===== src/rtl/core/hgg_pkg.sv =====
// ----------------------------------------------------------------------------
// hgg_pkg
// Types and constants of the height grid gradient block.
// ----------------------------------------------------------------------------
package hgg_pkg;

  // Field widths
  localparam int HEIGHT_W     = 16;
  localparam int DIFF_W       = HEIGHT_W + 1;
  localparam int GRAD_W       = 24;
  localparam int LINE_W       = 16;
  localparam int POS_W        = 10;

  // Configuration port
  localparam int CFG_LINES_W  = 16;
  localparam int CFG_LEN_W    = 11;
  localparam int CFG_INV_W    = 16;
  localparam int CFG_DATA_W   = 16;
  localparam int CFG_IDX_W    = 2;

  localparam logic [CFG_IDX_W-1:0] CFG_GRID_LINES  = 2'd0;
  localparam logic [CFG_IDX_W-1:0] CFG_LINE_LENGTH = 2'd1;
  localparam logic [CFG_IDX_W-1:0] CFG_INV_RES     = 2'd2;

  localparam logic [CFG_LINES_W-1:0] GRID_LINES_RST  = 16'd2;
  localparam logic [CFG_LEN_W-1:0]   LINE_LENGTH_RST = 11'd2;
  localparam logic [CFG_INV_W-1:0]   INV_RES_RST     = 16'd256;

  // Request opcodes
  localparam logic OP_SAMPLE = 1'b0;
  localparam logic OP_DRAIN  = 1'b1;

  // Queue depths
  localparam int WORK_DEPTH   = 4;
  localparam int RESULT_DEPTH = 4;
  localparam int RESULT_CNT_W = $clog2(RESULT_DEPTH + 1);

  typedef struct packed {
    logic [CFG_LINES_W-1:0] grid_lines;
    logic [CFG_LEN_W-1:0]   line_length;
    logic [CFG_INV_W-1:0]   inverse_resolution;
  } cfg_t;

  typedef struct packed {
    logic                       opcode;
    logic signed [HEIGHT_W-1:0] height;
  } in_item_t;

  typedef struct packed {
    logic signed [GRAD_W-1:0] grad_x;
    logic signed [GRAD_W-1:0] grad_y;
    logic [LINE_W-1:0]        line_index;
    logic [POS_W-1:0]         position_index;
    logic                     frame_end;
  } out_item_t;

  // Classified request handed from the front to the back
  typedef struct packed {
    logic signed [DIFF_W-1:0] diff_x;
    logic signed [DIFF_W-1:0] diff_y;
    logic                     central_x;
    logic                     central_y;
    logic [LINE_W-1:0]        line_index;
    logic [POS_W-1:0]         position_index;
    logic                     frame_end;
  } work_t;

endpackage


===== src/rtl/core/hgg_back.sv =====
// ----------------------------------------------------------------------------
// hgg_back
// Scales the differences by the inverse resolution, rounds, saturates and
// hands finished results to the result queue.
// ----------------------------------------------------------------------------
module hgg_back (
  input  logic                                clk,
  input  logic                                rst_n,
  input  logic [hgg_pkg::CFG_INV_W-1:0]       inv_res,
  input  logic                                wq_empty,
  input  hgg_pkg::work_t                      wq_data,
  output logic                                wq_pop,
  input  logic [hgg_pkg::RESULT_CNT_W-1:0]    rq_count,
  output logic                                rq_push,
  output hgg_pkg::out_item_t                  rq_data
);

  localparam int DW     = hgg_pkg::DIFF_W;
  localparam int GW     = hgg_pkg::GRAD_W;
  localparam int PRODW  = DW + hgg_pkg::CFG_INV_W + 1;
  localparam int QW     = PRODW + 1;
  localparam int IW     = hgg_pkg::RESULT_CNT_W + 1;
  localparam int SH_ONE = 8;
  localparam int SH_CEN = 9;

  localparam logic [QW-1:0] HALF_ONE    = QW'(1) << (SH_ONE - 1);
  localparam logic [QW-1:0] HALF_CEN    = QW'(1) << (SH_CEN - 1);
  localparam logic [QW-1:0] SAT_POS_MAG = (QW'(1) << (GW - 1)) - QW'(1);
  localparam logic [QW-1:0] SAT_NEG_MAG = QW'(1) << (GW - 1);

  logic                    s1_v_r;
  logic signed [PRODW-1:0] s1_px_r, s1_py_r;
  hgg_pkg::work_t          s1_work_r;
  logic                    s2_v_r;
  hgg_pkg::out_item_t      s2_item_r;
  logic [IW-1:0]           occupancy;
  logic signed [PRODW-1:0] inv_s;

  // Round half away from zero, then clamp to the output range
  function automatic logic signed [GW-1:0] round_sat(input logic signed [PRODW-1:0] prod,
                                                     input logic central);
    logic [PRODW-1:0] mag;
    logic [QW-1:0]    rnd;
    logic [QW-1:0]    q;
    logic [QW-1:0]    neg;
    mag = prod[PRODW-1] ? PRODW'(-prod) : PRODW'(prod);
    rnd = {1'b0, mag} + (central ? HALF_CEN : HALF_ONE);
    q   = central ? (rnd >> SH_CEN) : (rnd >> SH_ONE);
    neg = ~q + 1'b1;
    if (prod[PRODW-1]) begin
      round_sat = (q > SAT_NEG_MAG) ? {1'b1, {(GW-1){1'b0}}} : neg[GW-1:0];
    end else begin
      round_sat = (q > SAT_POS_MAG) ? SAT_POS_MAG[GW-1:0] : q[GW-1:0];
    end
  endfunction

  // Issue only with a free result slot for everything in flight
  assign occupancy = IW'(rq_count) + IW'(s1_v_r) + IW'(s2_v_r);
  assign wq_pop    = !wq_empty && (32'(occupancy) < hgg_pkg::RESULT_DEPTH);
  assign inv_s     = PRODW'($signed({1'b0, inv_res}));
  assign rq_push   = s2_v_r;
  assign rq_data   = s2_item_r;

  always_ff @(posedge clk) begin
    if (!rst_n) begin
      s1_v_r <= 1'b0;
      s2_v_r <= 1'b0;
    end else begin
      s1_v_r <= wq_pop;
      s2_v_r <= s1_v_r;
    end
  end

  always_ff @(posedge clk) begin
    if (wq_pop) begin
      s1_px_r   <= PRODW'(wq_data.diff_x) * inv_s;
      s1_py_r   <= PRODW'(wq_data.diff_y) * inv_s;
      s1_work_r <= wq_data;
    end
    s2_item_r.grad_x         <= round_sat(s1_px_r, s1_work_r.central_x);
    s2_item_r.grad_y         <= round_sat(s1_py_r, s1_work_r.central_y);
    s2_item_r.line_index     <= s1_work_r.line_index;
    s2_item_r.position_index <= s1_work_r.position_index;
    s2_item_r.frame_end      <= s1_work_r.frame_end;
  end

endmodule


===== config.mk =====
export PLATFORM = sky130hd
export DESIGN_NAME = hgg_back
export DESIGN_NICKNAME = d
export VERILOG_FILES = /design/src/rtl/core/hgg_pkg.sv /design/src/rtl/core/hgg_back.sv
export SDC_FILE = /design/constraint.sdc
export NUM_CORES = 2
export LEC_CHECK = 0
export BUFFER_PORTS_ARGS = -buffer_cell sky130_fd_sc_hd__buf_2
export CAP_MARGIN = 0
export CORE_UTILIZATION = 28
export CTS_BUF_LIST = sky130_fd_sc_hd__clkbuf_2
export DETAILED_ROUTE_END_ITERATION = 16
export PLACE_DENSITY = 0.42
export SETUP_SLACK_MARGIN = 0.2
export SLEW_MARGIN = 20
export SYNTH_ARGS = -nofsm -noshare
export SYNTH_HDL_FRONTEND = slang
export SYNTH_SLANG_ARGS = --single-unit

===== constraint.sdc =====
create_clock -name clk -period 27.7 [get_ports clk]
set_input_delay 8.31 -clock clk [delete_from_list [all_inputs] [get_ports clk]]
set_output_delay 8.31 -clock clk [all_outputs]
set_load 0.05 [all_outputs]

==> impl_results.md <==
* Status: complete, no violations
* PostCTS Resize Cnt at 0
* Adder-cell share of the synthesized area at 41.88%
* Die ar. at 0.1163 sq mm
* Hold Path Origin: s1_work_r[2]
* Main combinational cell family by area after synthesis: adder cells
* Cts hold-fix bufs at 0
* EDFF count, synth at 97
* CP max stage delay at 390 ps
* Startpoint types: input port
* Max cap viols at 0
* Mapped Cells at 3646
* Final #Nets at 4513
* Gr ovfl total at 0
* CTS H-Tree Depth at 4
* TritonRoute pass-1 iters at 5
* GRT Total Usage at 14.98%
* Mux share of post-synthesis cell area at 0.5910%
* Yosys reg bits at 174
* I/O Buffers at 161
* Worst Hold Class: flop to flop
* Via-per-instance ratio at 4.704
* Top Ports at 162
* Syn_nets at 4472
* CTS tree: done
* Crit path DAT at 9870 ps
* Clk slew on worst S/H paths at 280 ps
* Synth top area share at 34.84%
* Post-CTS setup buffer count at 0
* Routed wire length at 84990 microns
* Share of cells above drive strength 1 at 7.297%
* Die Span Y at 341.0 microns
* Compound-Gate Fraction of Synth Area at 10.43%
* Number of remaining DRC errors at 0
* Post-synthesis sequential area ratio at 13.84%
* Max Fclk at 55.00 MHz
* Simple-gate share of the synthesized area at 18.44%
* Final Hold Viols at 0
* CP dominant cell by count: buf_2
* Clock skew at 73.97 ps
* First-pass GRT wire length at 139400 microns
* Slowest-stage cell, CP: buf_4
* TNS Setup at 0 ps
* Clk sinks at 174
* DR iter-0 viols at 1199
* Initial antenna violation count at 10
* Reg-to-reg startpoint: s1_px_r[33]
* Post-Syn Area at 0.03218 sq mm
* Yosys top cell by area: fa_1
* Distinct cells, synth at 102
* Layout area overhead at 7.917%
* Starting Density at 28.41%
* Top post-synthesis cells by area: fa_1 35%, edfxtp_1 9.1%, inv_1 8.8%
* Worst-Margin Slew at 914.3 ps
* Period Utilization, post-route at 65.64%
* DP HPWL at 68090 microns
* WL per Instance at 16.34 microns
* Dominant synthesized flop cell: edfxtp_1
* WP data required at 19390 ps
* Ys Warns at 0
* Reg-to-Reg End: rq_data[65]
* Skew-Pair Late Insertion Delay at 950 ps
* Hold path cells at 0
* FF-to-FF path depth at 17
* GP Congestion at 0.7648
* Post-synthesis async set-or-reset flop share at 0%
* Die Span X at 341.0 microns
* # fillers at 12133
* Reg-to-reg slack, setup at 21370 ps
* Final Critical Period at 18180 ps
* CP Capture Type: output pin
* CTS root buf: clkbuf_2
* CTS Buf Count at 17
* RSZ-0062 raised after global routing: false
* Syn avg cell area at 8.825 sq um
* Critical-path cell list: buf_2 > ha_1 > a21o_1 > a211oi_4 > buf_4 > buf_2
* DR vias at 24468
* Final setup viols at 0
* Row count at 123
* Critical path class: input port to output pin
* Max Slew Vio Count at 0
* Vias in the first global route at 24832
* Worst rel slew slack at 38.40%
* Core footprint at 0.1133 sq mm
* Pin count of the biggest net entering global routing at 76
* Critical Path Fanout Max at 25
* Post-synthesis xor/xnor area fraction at 4.098%
* CTS max path bufs at 2
* Worst hold endpoint: rq_data[2]
* Post-DRT Antenna Nets at 0
==> stage by stage <==
| step | std cells | hold WS, ps | worst slack (ps) | area [sq um] | utilization, % |
|---|---|---|---|---|---|
| 2_1_floorplan | 3646 | 323.3 | 2396 | 32180 | - |
| 3_3_place_gp | 5168 | 323.4 | 9479 | 34410 | 30.38 |
| 3_5_place_dp | 5168 | 326.9 | 9495 | 34410 | 30.38 |
| 4_1_cts | 5200 | 343.0 | 9490 | 34720 | 30.65 |
| 5_1_grt | 5201 | 335.5 | 9418 | 34720 | 30.65 |
| 6_report | 5202 | 352.9 | 9518 | 34720 | 30.66 |
==> cell type report <==
cell class / count / area (sq um) / share of cell area [%]
Multi-Input combinational cell: 2559 / 24280 / 69.93
Tap cell: 1500 / 1877 / 5.405
Timing Repair Buffer: 183 / 970.9 / 2.796
Antenna cell: 2 / 5.005 / 0.01441
Clock buffer: 17 / 85.08 / 0.2450
Sequential cell: 174 / 4454 / 12.83
Inverter: 752 / 2823 / 8.129
Clock inverter: 15 / 226.5 / 0.6522
==> flip-flops by register name, summed over array words and instances, names as in the netlist <==
register / count
s1_px_r: 34
s1_py_r: 34
rq_push: 1
s1_work_r: 29
s1_v_r: 1
rq_data: 75
==> placed cells by master, fill, tap and decap left out, drive strengths merged, types with 13 or more instances in the layout <==
master	synthesis	final
inv	751	757
fa	560	560
nand2	470	470
and2	243	243
buf	17	183
ha	181	181
nor2	139	139
xnor2	111	111
a21oi	102	102
edfxtp	97	97
o21ai	86	86
dfxtp	77	77
nand3	60	60
nor3	60	60
xor2	37	37
nand4	31	31
a211oi	27	27
or3	26	26
a21o	25	25
o31ai	25	25
nor4	25	25
nor2b	21	21
or4	20	20
nand2b	19	19
mux2i	19	19
clkbuf	144	17
a31oi	16	16
o41ai	16	16
or2	16	16
o21a	14	14
o211ai	13	13
==> cells in the mapped netlist, types with 13 or more instances <==
cell type	n
inv_1	751
fa_1	560
nand2_1	469
and2_1	243
ha_1	181
clkbuf_1	144
nor2_1	138
xnor2_1	111
a21oi_1	102
edfxtp_1	97
o21ai_0	81
dfxtp_1	77
nand3_1	60
nor3_1	57
xor2_1	37
nand4_1	30
a211oi_1	26
or3_1	26
a21o_1	25
o31ai_1	24
nor2b_1	21
mux2i_1	19
nand2b_1	19
or4_1	18
nor4_1	17
a31oi_1	16
o41ai_1	15
or2_2	15
o21a_1	14
o211ai_1	13
==> worst max-delay path: cells and delay by family <==
family,cells,cell delay (ps)
compound gates,2,420
buf+inv,3,830
fa+ha+maj,1,280
==> routing by layer <==
metal	vias to the layer above	GRT usage (%)	share of wire [%]
li1	11668	-	-
met3	43	1.331	2.9
met1	12394	23.02	53
met2	347	23.06	44
met4	16	2.074	0.66
met5	-	0	0.11
==> logic make-up after synthesis <==
logic type,after synthesis
AO/OA/AOI/OAI,471
XOR/XNOR,149
adder cells (fa/ha/maj),741
buffers and inverters,913
flip-flops,174
multiplexers,19
AND/OR/NAND/NOR,1179
==> worst max path at each step <==
stage	startpoint	endpoint	slack, ps	depth (start not counted)
after floorplan	rq_count[0]	wq_pop	2400	3
after global placement	rq_count[0]	wq_pop	9480	6
after detailed placement	rq_count[0]	wq_pop	9500	6
after CTS	rq_count[0]	wq_pop	9490	6
after global routing	rq_count[0]	wq_pop	9420	6
final	rq_count[0]	wq_pop	9520	6
Power is left out: the tool's default activity adds up to more than one toggle a clock period on the data nets, which glitch-free logic cannot reach.
