### config.mk
export PLATFORM = sky130hd
export DESIGN_NAME = hgg_queue
export DESIGN_NICKNAME = d
export VERILOG_FILES = /design/src/rtl/core/hgg_queue.sv
export SDC_FILE = /design/constraint.sdc
export NUM_CORES = 1
export LEC_CHECK = 0
export BUFFER_PORTS_ARGS = -buffer_cell sky130_fd_sc_hd__buf_2
export CORE_MARGIN = 4
export CORE_UTILIZATION = 45
export CTS_BUF_LIST = sky130_fd_sc_hd__clkbuf_8 sky130_fd_sc_hd__clkbuf_16
export CTS_CLUSTER_SIZE = 10
export DETAILED_ROUTE_END_ITERATION = 7
export PLACE_DENSITY = 0.71
export SETUP_SLACK_MARGIN = 0.4
export SYNTH_ARGS = -nofsm -noshare
export SYNTH_HDL_FRONTEND = slang
export SYNTH_SLANG_ARGS = --single-unit
### constraint.sdc
create_clock -name clk -period 3.1 [get_ports clk]
set_clock_uncertainty 0.1 [all_clocks]
set_input_delay 0.62 -clock clk [delete_from_list [all_inputs] [get_ports clk]]
set_output_delay 0.62 -clock clk [all_outputs]
set_load 0.03 [all_outputs]
### src/rtl/core/hgg_queue.sv
// ----------------------------------------------------------------------------
// hgg_queue
// Small first-in first-out register queue with occupancy count.
// ----------------------------------------------------------------------------
module hgg_queue #(
  parameter type item_t = logic,
  parameter int  DEPTH  = 4
) (
  input  logic                       clk,
  input  logic                       rst_n,
  input  logic                       push,
  input  item_t                      push_data,
  output logic                       full,
  input  logic                       pop,
  output item_t                      pop_data,
  output logic                       empty,
  output logic [$clog2(DEPTH+1)-1:0] count
);

  localparam int AW = (DEPTH > 1) ? $clog2(DEPTH) : 1;
  localparam int CW = $clog2(DEPTH + 1);

  item_t           entry_r [DEPTH];
  logic [AW-1:0]   wr_ptr_r;
  logic [AW-1:0]   rd_ptr_r;
  logic [CW-1:0]   count_r;
  logic            do_push;
  logic            do_pop;

  assign full     = (count_r == CW'(DEPTH));
  assign empty    = (count_r == '0);
  assign count    = count_r;
  assign pop_data = entry_r[rd_ptr_r];
  assign do_push  = push && !full;
  assign do_pop   = pop && !empty;

  always_ff @(posedge clk) begin
    if (!rst_n) begin
      wr_ptr_r <= '0;
      rd_ptr_r <= '0;
      count_r  <= '0;
    end else begin
      if (do_push) begin
        wr_ptr_r <= (wr_ptr_r == AW'(DEPTH - 1)) ? '0 : wr_ptr_r + 1'b1;
      end
      if (do_pop) begin
        rd_ptr_r <= (rd_ptr_r == AW'(DEPTH - 1)) ? '0 : rd_ptr_r + 1'b1;
      end
      if (do_push && !do_pop) begin
        count_r <= count_r + 1'b1;
      end else if (do_pop && !do_push) begin
        count_r <= count_r - 1'b1;
      end
    end
  end

  always_ff @(posedge clk) begin
    if (do_push) begin
      entry_r[wr_ptr_r] <= push_data;
    end
  end

endmodule

==> flow_summary.yaml, run 1 <==
drt:
  avgRoutedWirePerCell_um: 10.8
  drtIter0Drc: 5
  dr.pass1.iters: 3
  routed_wl_um: 903
  drc: 0
  ant_nets: 0
  vias: 417
  via_per_inst: 4.96
final_layout:
  seqCellArea_um2: 300
  drive_gt1_share_pct: 23.2
  multiInputGateArea_um2: 303
  final_core_util_pct: 56.5
  fin_area_um2: 736
  final_nets: 82
  fillerInstances: 129
  n_antenna_cell: 0
  syn2layout_area_growth_pct: 18.1
sta:
  tightestPinTransition_ns: 0.511
  final_period_minus_worst_setup_slack_ns: 2.39
  setup_violations: 0
  slew_headroom_pct: 65.6
  setup_ws_ns: 0.710
  fin_crit_sh_pct: 77.1
  fin_tns_setup_ns: 0
  fmax_mhz: 418
  hold_viol: 0
  rsz0062_at_grt: "no"
  finalMaxSlewViolations: 0
clock_network:
  insertion_delay_ns: 0.24
  htree_num_levels: 1
  post_cts_resized: 0
  numCtsBuffers: 3
  cts_setup_buffers: 0
  root_buffer: "clkbuf_8"
  cts.path.max_buffers: 2
  tritoncts: "built"
  cts.sinks: 13
  path_clk_slew_ns: 0.06
  holdBufCountCts: 0
floorplan:
  io_pins: 11
  placeableCoreArea_um2: 1300
  die_x_um: 45.2
  die_y_um: 45.2
  die_area_um2: 2040
  rows: 13
  start_util_pct: 47.9
setup_path:
  crit_path_top_delay_cell: "o31ai_1"
  cp_data_required_time_ns: 3.16
  critPathMaxStageDelay_ns: 0.51
  start_kind: "flop"
  critical_path_class: "flop to flop"
  r2r_setup_slack_ns: 0.71
  cp.arrival_ns: 2.45
  crit_chain: "o31ai_1 > ha_1 > inv_1 > fa_1 > xor2_1 > or3_1 > a21boi_0"
  endpoint_kind: "flop"
  path_max_fanout: 6
grt:
  grt_use_met1_pct: 13.2
  grt.overflow.total: 0
  grt_use_met3_pct: 3.59
  antenna_found_initial: 0
  grt_max_degree: 12
  grt_pass1_wl_mm: 1.53
  grt_usage_pct: 11.1
  grt-busiest-layer: "met2"
  grt.met2_usage_pct: 16.4
  grt_pass1_vias: 367
logic_synthesis:
  async_flop_share_pct: 0
  yosysTopAreaCell: "dfxtp_1"
  avgSynthCellArea_um2: 11.1
  synth_area_leaders: "dfxtp_1 (29%), edfxtp_1 (19%), ha_1 (12%)"
  yosysMostFrequentCell: "dfxtp_1"
  synth_cell_types: 22
  synth.top_cells.by_count: "dfxtp_1 (9), ha_1 (6), nand2_1 (6)"
  netlist_area_um2: 623
  syn_inst: 56
  synth_nets: 68
  ys_warn_count: 0
  synth_seq_cells: 13
  ys.flop_type: "dfxtp_1"
  synth_top_area_share_pct: 28.9
  ys_seq_area_share_pct: 48.2
  synth_edf_count: 4
power_and_ir_drop:
  p_leak_nw: 0.330
  ir_drop_mv: 0.643
  p_per_area_nw_per_um2: 879
run_status:
  status: "completed"
flow_run:
  maxCapViolations: 0
place:
  io_buffers: 10
  place_congestion: 0.688
  place_area_um2: 691
  pre_cts_ws_ns: 0.711
  dp_hpwl_um: 699
min_path:
  hold_class: "flop to flop"
[routing by layer]
| metal | share of wire (%) | vias up |
|---|---|---|
| li1 | - | 212 |
| met1 | 43 | 195 |
| met2 | 51 | 6 |
| met3 | 4.2 | 4 |
| met4 | 2.3 | 0 |
| met5 | 0 | - |
[through the flow]
step           power (mW)  hold WS (ns)  cells
2_1_floorplan       0.448         0.368     56
3_3_place_gp        0.502         0.388     80
3_5_place_dp        0.507         0.389     80
4_1_cts             0.658         0.396     84
5_1_grt             0.699         0.430     84
6_report            0.646         0.393     84
[worst max-delay path: cells and delay by family, from the launching register on]
family                     cells  cell delay (ns)
AOI/OAI and AO/OA              2             0.68
buffers and inverters          1             0.06
and+or+nand+nor                1             0.29
DFF                            1             0.37
adders and majority gates      2             0.65
xor gates and xnor gates       1             0.16
[cells in the final DEF (no fill, tap or decap)]
cell       n
a21boi_0   1
and2_1     5
buf_2     10
buf_4      1
clkbuf_8   3
dfxtp_1    9
edfxtp_1   4
fa_1       1
ha_1       6
inv_1      4
mux2i_1    3
mux4_2     1
nand2_1    6
nand3_1    2
nor2_1     2
nor2b_1    2
nor3_1     1
nor3b_2    1
o21ai_0    3
o31ai_1    1
or3_1      1
xnor2_1    1
xor2_1     1
[layout make-up]
type                    instances  area share, %
repair buffers                 11           7.82
clock buffers                   3           5.61
multi-input cells              38           41.2
clock inverters                 1          0.510
flip-flops and latches         13           40.8
well taps                      15           2.55
inverters                       3           1.53
[path summary, 6_finish.rpt]
| kind | from | cells past startpoint | to |
|---|---|---|---|
| max reg2reg | count[1]$_SDFFE_PN0P_ | 7 | count[2]$_SDFFE_PN0P_ |
| min reg2reg | wr_ptr_r[1]$_SDFFE_PN0P_ | 2 | wr_ptr_r[1]$_SDFFE_PN0P_ |
| min | wr_ptr_r[1]$_SDFFE_PN0P_ | 2 | wr_ptr_r[1]$_SDFFE_PN0P_ |
| max | count[1]$_SDFFE_PN0P_ | 7 | count[2]$_SDFFE_PN0P_ |
[power breakdown]
| part | switching, mW | total, mW | internal, mW | leakage (nW) |
|---|---|---|---|---|
| Combinational | 0.142 | 0.244 | 0.102 | 0.193 |
| Clock | 0.0586 | 0.146 | 0.0873 | 0.0269 |
| Sequential | 0.0395 | 0.256 | 0.217 | 0.111 |
[cells by family after synthesis]
logic type,synth area share (%)
buffers and inverters,3.21
XOR/XNOR,2.81
AO/OA/AOI/OAI,4.82
multiplexers,8.43
AND/OR/NAND/NOR,17.3
flip-flops,48.2
adder cells (fa/ha/maj),15.3
Power figures use the tool's default switching activity.
==> inputs of run 2 (changes only) <==
==> constraint.sdc (replaced) <==
create_clock -name clk -period 2.2 [get_ports clk]
set_clock_uncertainty 0.1 [all_clocks]
set_input_delay 0.44 -clock clk [delete_from_list [all_inputs] [get_ports clk]]
set_output_delay 0.44 -clock clk [all_outputs]
set_load 0.03 [all_outputs]
==> flow_summary.yaml, run 2 (synthesis gave the netlist of run 1 again) <==
grt:
  antenna_found_initial: 0
  grt_pass1_wl_mm: 1.71
  grt_usage_pct: 12.5
  grt.overflow.total: 0
  grt_max_degree: 12
  grt_pass1_vias: 416
place:
  dp_hpwl_um: 789
  pre_cts_ws_ns: 0.108
  place_congestion: 0.691
  io_buffers: 10
min_path:
  hold_class: "primary input to flop"
floorplan:
  io_pins: 11
  die_y_um: 45.2
  die_area_um2: 2040
  die_x_um: 45.2
  rows: 13
  placeableCoreArea_um2: 1300
  start_util_pct: 47.9
flow_run:
  maxCapViolations: 0
clock_network:
  cts.sinks: 13
  numCtsBuffers: 3
  insertion_delay_ns: 0.24
  htree_num_levels: 1
  tritoncts: "built"
  root_buffer: "clkbuf_8"
  path_clk_slew_ns: 0.05
  cts.path.max_buffers: 2
run_status:
  status: "completed"
power_and_ir_drop:
  ir_drop_mv: 0.733
  p_per_area_nw_per_um2: 1250
  p_leak_nw: 0.356
sta:
  fmax_mhz: 505
  fin_tns_setup_ns: 0
  hold_viol: 0
  setup_ws_ns: 0.219
  slew_headroom_pct: 83.0
  tightestPinTransition_ns: 0.255
  finalMaxSlewViolations: 0
  rsz0062_at_grt: "yes"
  setup_violations: 0
  final_period_minus_worst_setup_slack_ns: 1.98
  fin_crit_sh_pct: 90.0
setup_path:
  cp.arrival_ns: 2.05
  path_max_fanout: 5
  endpoint_kind: "flop"
  critical_path_class: "flop to flop"
  start_kind: "flop"
  cp_data_required_time_ns: 2.27
  crit_chain: "o31ai_4 > ha_4 > inv_2 > fa_2 > xor2_1 > or3_1 > a21boi_1"
  critPathMaxStageDelay_ns: 0.37
  crit_path_top_delay_cell: "dfxtp_4"
final_layout:
  layout_commonest_cell: "buf_2"
  final_nets: 86
  final_cell_mix: "buf_2 (9), nand2_1 (6)"
  drive_gt1_share_pct: 39.7
  n_antenna_cell: 0
  syn2layout_area_growth_pct: 31.9
  fillerInstances: 114
drt:
  avgRoutedWirePerCell_um: 11.4
  dr.pass1.iters: 2
  drc: 0
  routed_wl_mm: 1.00
  vias: 437
  via_per_inst: 4.97
  drtIter0Drc: 5
  ant_nets: 0
[run 2: report_power, final]
group	leakage, nW	switching (mW)	internal [mW]
clock network	0.0269	0.0808	0.123
logic	0.216	0.231	0.211
registers	0.113	0.0609	0.318
[run 2: per-stage QoR]
stage	cells	power, mW	hold slack, ns	area, um^2	utilization [%]
after global routing	88	1.10	0.324	822	63.2
after floorplan	56	0.690	0.368	672	-
after global placement	80	0.770	0.389	737	56.6
final	88	1.02	0.317	822	63.2
after detailed placement	80	0.786	0.407	737	56.6
after CTS	87	1.03	0.314	810	62.2
[run 2: timing repair]
item | in CTS | in global routing
buffers inserted | 3 | 1
setup endpoints to repair | 3 | 2
pin swaps | 2 | 2
cloned | 0 | 0
hold buffers | 0 | 0
gates resized for setup | 2 | 2
[run 2: final cells by class]
class	count	area, um^2	area share [%]
Inverter	3	11.3	1.37
Clock buffer	3	41.3	5.02
Sequential cell	13	313	38.1
Multi-Input combinational cell	38	340	41.4
Clock inverter	1	3.75	0.457
Timing Repair Buffer	15	93.8	11.4
Tap cell	15	18.8	2.28
[run 2: per-layer routing]
| layer | GRT usage, % | vias to the layer above | share of wire (%) |
|---|---|---|---|
| li1 | - | 225 | - |
| met1 | 13.4 | 201 | 43 |
| met2 | 20.1 | 7 | 50 |
| met3 | 3.59 | 4 | 2.8 |
| met4 | 10.5 | 0 | 3.4 |
| met5 | 0 | - | 0 |
[run 2: critical path: cells and delay by family (launching register included)]
| kind | cells | cell delay (ns) |
|---|---|---|
| AND/OR/NAND/NOR | 1 | 0.31 |
| adder cells (fa/ha/maj) | 2 | 0.52 |
| XOR/XNOR | 1 | 0.15 |
| AO/OA/AOI/OAI | 2 | 0.43 |
| flip-flops | 1 | 0.37 |
| buffers and inverters | 1 | 0.04 |
[run 2: path summary, 6_finish.rpt]
check / startpoint / endpoint / slack, ns / cells past startpoint
worst min-delay path: push_data / entry_r[1]$_DFFE_PP_ / 0.32 / 1
worst max register to register: count[1]$_SDFFE_PN0P_ / count[2]$_SDFFE_PN0P_ / 0.22 / 7
worst max-delay path: count[1]$_SDFFE_PN0P_ / count[2]$_SDFFE_PN0P_ / 0.22 / 7
worst min register to register: wr_ptr_r[1]$_SDFFE_PN0P_ / wr_ptr_r[1]$_SDFFE_PN0P_ / 0.41 / 2
